**src/rtl/assert_macros.svh**
```systemverilog
// Assertion macros for the scatter-elements reduce unit.
// Clocked on aclk and disabled while aresetn is low; no other dependencies.
`ifndef ASSERT_MACROS_SVH
`define ASSERT_MACROS_SVH

// same-cycle implication
`define SERE_ASSERT_IMPL(label, ante, cons, msg) \
    label: assert property (@(posedge aclk) disable iff (!aresetn) (ante) |-> (cons)) \
        else $error(msg);

// next-cycle implication
`define SERE_ASSERT_NEXT(label, ante, cons, msg) \
    label: assert property (@(posedge aclk) disable iff (!aresetn) (ante) |=> (cons)) \
        else $error(msg);

`endif

```
**src/rtl/sere_pkg.sv**
```systemverilog
// Shared types and codes for the scatter-elements reduce unit.
// No dependencies; used by sere_alu and scatter_elements_reduce_unit.
package sere_pkg;

    localparam int MODE_W    = 3;
    localparam int CMD_W     = 2;
    localparam int STATUS_W  = 2;
    localparam int REG_IDX_W = 3;
    localparam int CFG_W     = 13;
    localparam int COORD_W   = 12;
    localparam int POS_W     = 13;
    localparam int DST_W     = 28;
    localparam int DIM_W     = 2;

    localparam logic [CMD_W-1:0] CMD_WRITE   = 2'd0;
    localparam logic [CMD_W-1:0] CMD_SCATTER = 2'd1;
    localparam logic [CMD_W-1:0] CMD_READ    = 2'd2;

    localparam logic [MODE_W-1:0] MODE_ASSIGN = 3'd0;
    localparam logic [MODE_W-1:0] MODE_ADD    = 3'd1;
    localparam logic [MODE_W-1:0] MODE_MUL    = 3'd2;
    localparam logic [MODE_W-1:0] MODE_MIN    = 3'd3;
    localparam logic [MODE_W-1:0] MODE_MAX    = 3'd4;

    localparam logic [STATUS_W-1:0] STAT_OK        = 2'd0;
    localparam logic [STATUS_W-1:0] STAT_BAD_INDEX = 2'd1;
    localparam logic [STATUS_W-1:0] STAT_BAD_ADDR  = 2'd2;

    localparam logic [REG_IDX_W-1:0] REG_MODE    = 3'd0;
    localparam logic [REG_IDX_W-1:0] REG_AXIS    = 3'd1;
    localparam logic [REG_IDX_W-1:0] REG_ALEN    = 3'd2;
    localparam logic [REG_IDX_W-1:0] REG_STRIDE0 = 3'd3;
    localparam logic [REG_IDX_W-1:0] REG_STRIDE1 = 3'd4;
    localparam logic [REG_IDX_W-1:0] REG_STRIDE2 = 3'd5;
    localparam logic [REG_IDX_W-1:0] REG_STRIDE3 = 3'd6;

    typedef struct packed {
        logic [MODE_W-1:0] mode;
        logic              mul_clear;
        logic              mul_step;
    } alu_ctl_t;

endpackage

```
**src/rtl/sere_alu.sv**
```systemverilog
// Reduction unit: assign, add, signed min/max, and a multiply stepped over a
// shared 32x32 multiplier. Depends on sere_pkg.
module sere_alu #(
    parameter int DATA_WIDTH = 32
) (
    input  logic                  aclk,
    input  logic                  aresetn,
    input  sere_pkg::alu_ctl_t    ctl,
    input  logic [DATA_WIDTH-1:0] old_val,
    input  logic [DATA_WIDTH-1:0] upd_val,
    output logic [DATA_WIDTH-1:0] result,
    output logic                  mul_last
);

    localparam logic [1:0] LAST_STEP = (DATA_WIDTH > 32) ? 2'd2 : 2'd0;

    logic [1:0]  step_reg;
    logic [63:0] acc_reg;
    logic [63:0] acc_next;
    logic [63:0] a64;
    logic [63:0] b64;
    logic [31:0] opa;
    logic [31:0] opb;
    logic [63:0] prod;
    logic [63:0] shifted;

    assign a64 = 64'(old_val);
    assign b64 = 64'(upd_val);

    always_comb begin
        case (step_reg)
            2'd0: begin
                opa = a64[31:0];
                opb = b64[31:0];
            end
            2'd1: begin
                opa = a64[31:0];
                opb = b64[63:32];
            end
            default: begin
                opa = a64[63:32];
                opb = b64[31:0];
            end
        endcase
    end

    assign prod     = 64'(opa) * 64'(opb);
    assign shifted  = (step_reg == 2'd0) ? prod : {prod[31:0], 32'b0};
    assign acc_next = acc_reg + shifted;
    assign mul_last = (step_reg == LAST_STEP);

    always_ff @(posedge aclk) begin
        if (!aresetn) begin
            step_reg <= 2'd0;
        end else if (ctl.mul_clear) begin
            step_reg <= 2'd0;
        end else if (ctl.mul_step) begin
            step_reg <= step_reg + 2'd1;
        end
    end

    always_ff @(posedge aclk) begin
        if (ctl.mul_clear) begin
            acc_reg <= '0;
        end else if (ctl.mul_step) begin
            acc_reg <= acc_next;
        end
    end

    always_comb begin
        case (ctl.mode)
            sere_pkg::MODE_ADD: result = old_val + upd_val;
            sere_pkg::MODE_MUL: result = DATA_WIDTH'(acc_next);
            sere_pkg::MODE_MIN: result = ($signed(old_val) < $signed(upd_val)) ? old_val : upd_val;
            sere_pkg::MODE_MAX: result = ($signed(upd_val) < $signed(old_val)) ? old_val : upd_val;
            default:            result = upd_val;
        endcase
    end

endmodule

```
**config.mk**
```make
export PLATFORM = sky130hd
export DESIGN_NAME = sere_alu
export DESIGN_NICKNAME = d
export VERILOG_FILES = /design/src/rtl/assert_macros.svh /design/src/rtl/sere_pkg.sv /design/src/rtl/sere_alu.sv
export SDC_FILE = /design/constraint.sdc
export NUM_CORES = 2
export LEC_CHECK = 0
export BUFFER_PORTS_ARGS = -buffer_cell sky130_fd_sc_hd__buf_2
export CORE_MARGIN = 1.5
export CORE_UTILIZATION = 60
export CTS_CLUSTER_DIAMETER = 120
export DETAILED_ROUTE_END_ITERATION = 8
export PLACE_DENSITY = 0.81
export SLEW_MARGIN = 20
export SYNTH_ARGS = -nofsm -noshare
export SYNTH_HDL_FRONTEND = slang
export SYNTH_SLANG_ARGS = --single-unit
export TNS_END_PERCENT = 10
```
**constraint.sdc**
```tcl
create_clock -name aclk -period 12.3 [get_ports aclk]
set_clock_uncertainty 0.15 [all_clocks]
set_input_delay 1.845 -clock aclk [delete_from_list [all_inputs] [get_ports aclk]]
set_output_delay 1.845 -clock aclk [all_outputs]
set_load 0.005 [all_outputs]
```
==> out/qor.yml <==
outcome: "complete, but fails checks"
violations: "setup timing"
clock_insertion_delay_worst_skew_ns: 0.30
worst-path-max-fanout: 6
max_cap_violations: 0
post_layout_nonfiller_instances: 3691
ys.flop_type: "sky130_fd_sc_hd__dfxtp_1"
min_period_over_period: 1.008
clock_path_buffers: 2
largest_register_ffs: 32
hpwl_after_detailed_placement_um: 76350
setup_viol_count_final: 4
ioPinCount: 104
period_minus_slack_ns: 12.40
timing.critical_path.to_type: "primary output"
initial_util: 0.6108
number_of_cells_on_the_critical_path: 42
tightestPinTransition_ns: 1.160
place.port_buffers: 103
drt_pre_antenna_iters: 6
post_place_cells: 3623
top_library_cells_by_usage_in_the_layout_fill_and_taps_aside: "sky130_fd_sc_hd__inv_1, sky130_fd_sc_hd__fa_1, sky130_fd_sc_hd__buf_4"
synth_seq_area_share: 0.03036
vias: 22720
grt.overflow.total: 0
fmax_mhz: 80.68
post_synth.cell_area_avg_sq_um: 8.017
total_count_of_hold_check_failures_in_the_final_report: 0
synthesis.nets: 3496
groute.usage.overall: 0.4824
cts_inserted_buffers: 5
mappedNetlistArea_sq_um: 22420
grt_start_max_net_pins: 47
pre_cts_slack_ns: -0.6520
area.growth.synth_to_final_pct: 25.89
number_of_flops_mapped_to_enable_cells_by_yosys: 0
ys_ff_latch: 34
cts.hold.buffers_added: 0
remaining_drc_errors: 0
synth_cells: 2796
synth_warn: 0
floorplan.die.width_um: 196.3
detailedRoute.firstIterationViolations: 2448
critical_path.max_stage_delay_ns: 0.55
layout-drive-gt1-share: 0.2632
start_kind: "input port"
die_area_sq_um: 38530
fillers: 2584
layout.nets: 3921
timing_worst_setup_path_type: "in2out"
core_sq_um: 36700
worstHoldPathCells: 2
cts_root_buf: "sky130_fd_sc_hd__clkbuf_16"
antenna_left: 0
setup_slack_after_layout_ns: -0.09538
setup_tns_ns: -0.2723
routedWlPerCell_um: 25.29
vias_per_cell: 6.156
final_max_slew_viol_count: 0
min-delay-path-class: "reg2reg"
layout.area.seq_sq_um: 680.7
first_pass_grt_wire_length_um: 137500
die_y_um: 196.3
most_frequent_standard_cell_in_the_layout_excluding_fill_and_tap_cells: "sky130_fd_sc_hd__inv_1"
multiInputGateArea_sq_um: 20660
placement_rows: 70
tritoncts_clock_tree: "done"
slew_headroom: 0.2242
clkSinkCount: 34
data_arrival_critical_path_ns: 10.40
critPathSlowestCell: "sky130_fd_sc_hd__fa_2"
critPathTopFamily: "adder cells"
r2r_worst_path_depth: 38
cts_max_level: 2
grt_setup_unrepaired: "true"
async_reset_ff_frac: 0
synth_top_area_cell: "sky130_fd_sc_hd__fa_1"
post_synth_main_area_contributors: "sky130_fd_sc_hd__fa_1, sky130_fd_sc_hd__ha_1, sky130_fd_sc_hd__inv_1, sky130_fd_sc_hd__nor2_1, sky130_fd_sc_hd__nand2_1"
first_global_vias: 23618
reg2reg_setup_slack_ns: 2.18
globalplace.congestion: 1.141
synthDistinctLibCells: 94
finalWirelength_um: 93330
cts.clk_slew.worst_paths_ns: 0.06
worstPathRequired_ns: 10.30
synth_largest_type_area_fraction: 0.3662
grt_antenna_before_repair: 2
cp.buffers_inverters: 13
==> area by class of cell <==
cell class,instances,share of cell area
flip-flops and latches,34,0.02412
diodes,1,0.00008867
clock inverters,1,0.0001773
well taps,468,0.02075
clock buffers,7,0.005054
multi-input cells,2123,0.7321
repair buffers,536,0.1484
inverters,521,0.06930
==> synthesized netlist by cell type, drive strengths merged (31+ instances only) <==
library cell and instances:
a21o 31, a21oi 101, clkbuf 88, dfxtp 34, fa 410, ha 219, inv 520, nand2 322
nand2b 49, nor2 388, nor2b 56, o21ai 83, xnor2 97, xor2 31
==> final timing paths <==
kind	start	endpoint
setup / recovery	upd_val[8]	result[28]
setup reg to reg	step_reg[0]$_SDFFE_PP0P_	acc_reg[31]$_SDFFE_PP0P_
hold / removal	acc_reg[8]$_SDFFE_PP0P_	acc_reg[8]$_SDFFE_PP0P_
hold reg to reg	acc_reg[8]$_SDFFE_PP0P_	acc_reg[8]$_SDFFE_PP0P_
==> worst register-to-register path: cells and delay by family, from the launching register on <==
| kind | cells | cell delay (ns) |
|---|---|---|
| xor+xnor | 1 | 0.24 |
| compound gates | 9 | 1.28 |
| fa+ha+maj | 11 | 5.21 |
| buf+inv | 7 | 0.96 |
| simple gates | 10 | 1.83 |
| flops | 1 | 0.39 |
==> logic make-up after synthesis <==
family / synth area share
AO/OA/AOI/OAI: 0.1121
flip-flops: 0.03036
buffers and inverters: 0.1096
multiplexers: 0.01167
XOR/XNOR: 0.05409
AND/OR/NAND/NOR: 0.1937
adder cells (fa/ha/maj): 0.4884
==> metrics by stage <==
| step | utilization | area (sq um) | hold WS [ns] |
|---|---|---|---|
| global placement | 0.7073 | 25960 | 0.3200 |
| floorplan | - | 22430 | 0.3040 |
| finish | 0.7690 | 28220 | 0.3483 |
| detailed placement | 0.7073 | 25960 | 0.3376 |
| global route | 0.7689 | 28220 | 0.3617 |
| CTS | 0.7400 | 27160 | 0.3452 |
==> metal layers <==
metal / vias up / GRT usage / share of wire
li1: 9584 / - / -
met1: 11020 / 0.5704 / 0.35
met2: 1669 / 0.7489 / 0.43
met3: 445 / 0.1860 / 0.14
met4: 2 / 0.2803 / 0.077
met5: - / 0 / 0.00012
==> what timing repair did <==
| action | 4_1_cts | 5_1_grt |
|---|---|---|
| gates cloned | 2 | 0 |
| gates resized for setup | 177 | 233 |
| pin swaps | 80 | 150 |
| endpoints found under the setup margin | 16 | 16 |
| buffers inserted | 27 | 36 |
Power is left out: the tool's default activity adds up to more than one toggle a clock period on the data nets, which glitch-free logic cannot reach.
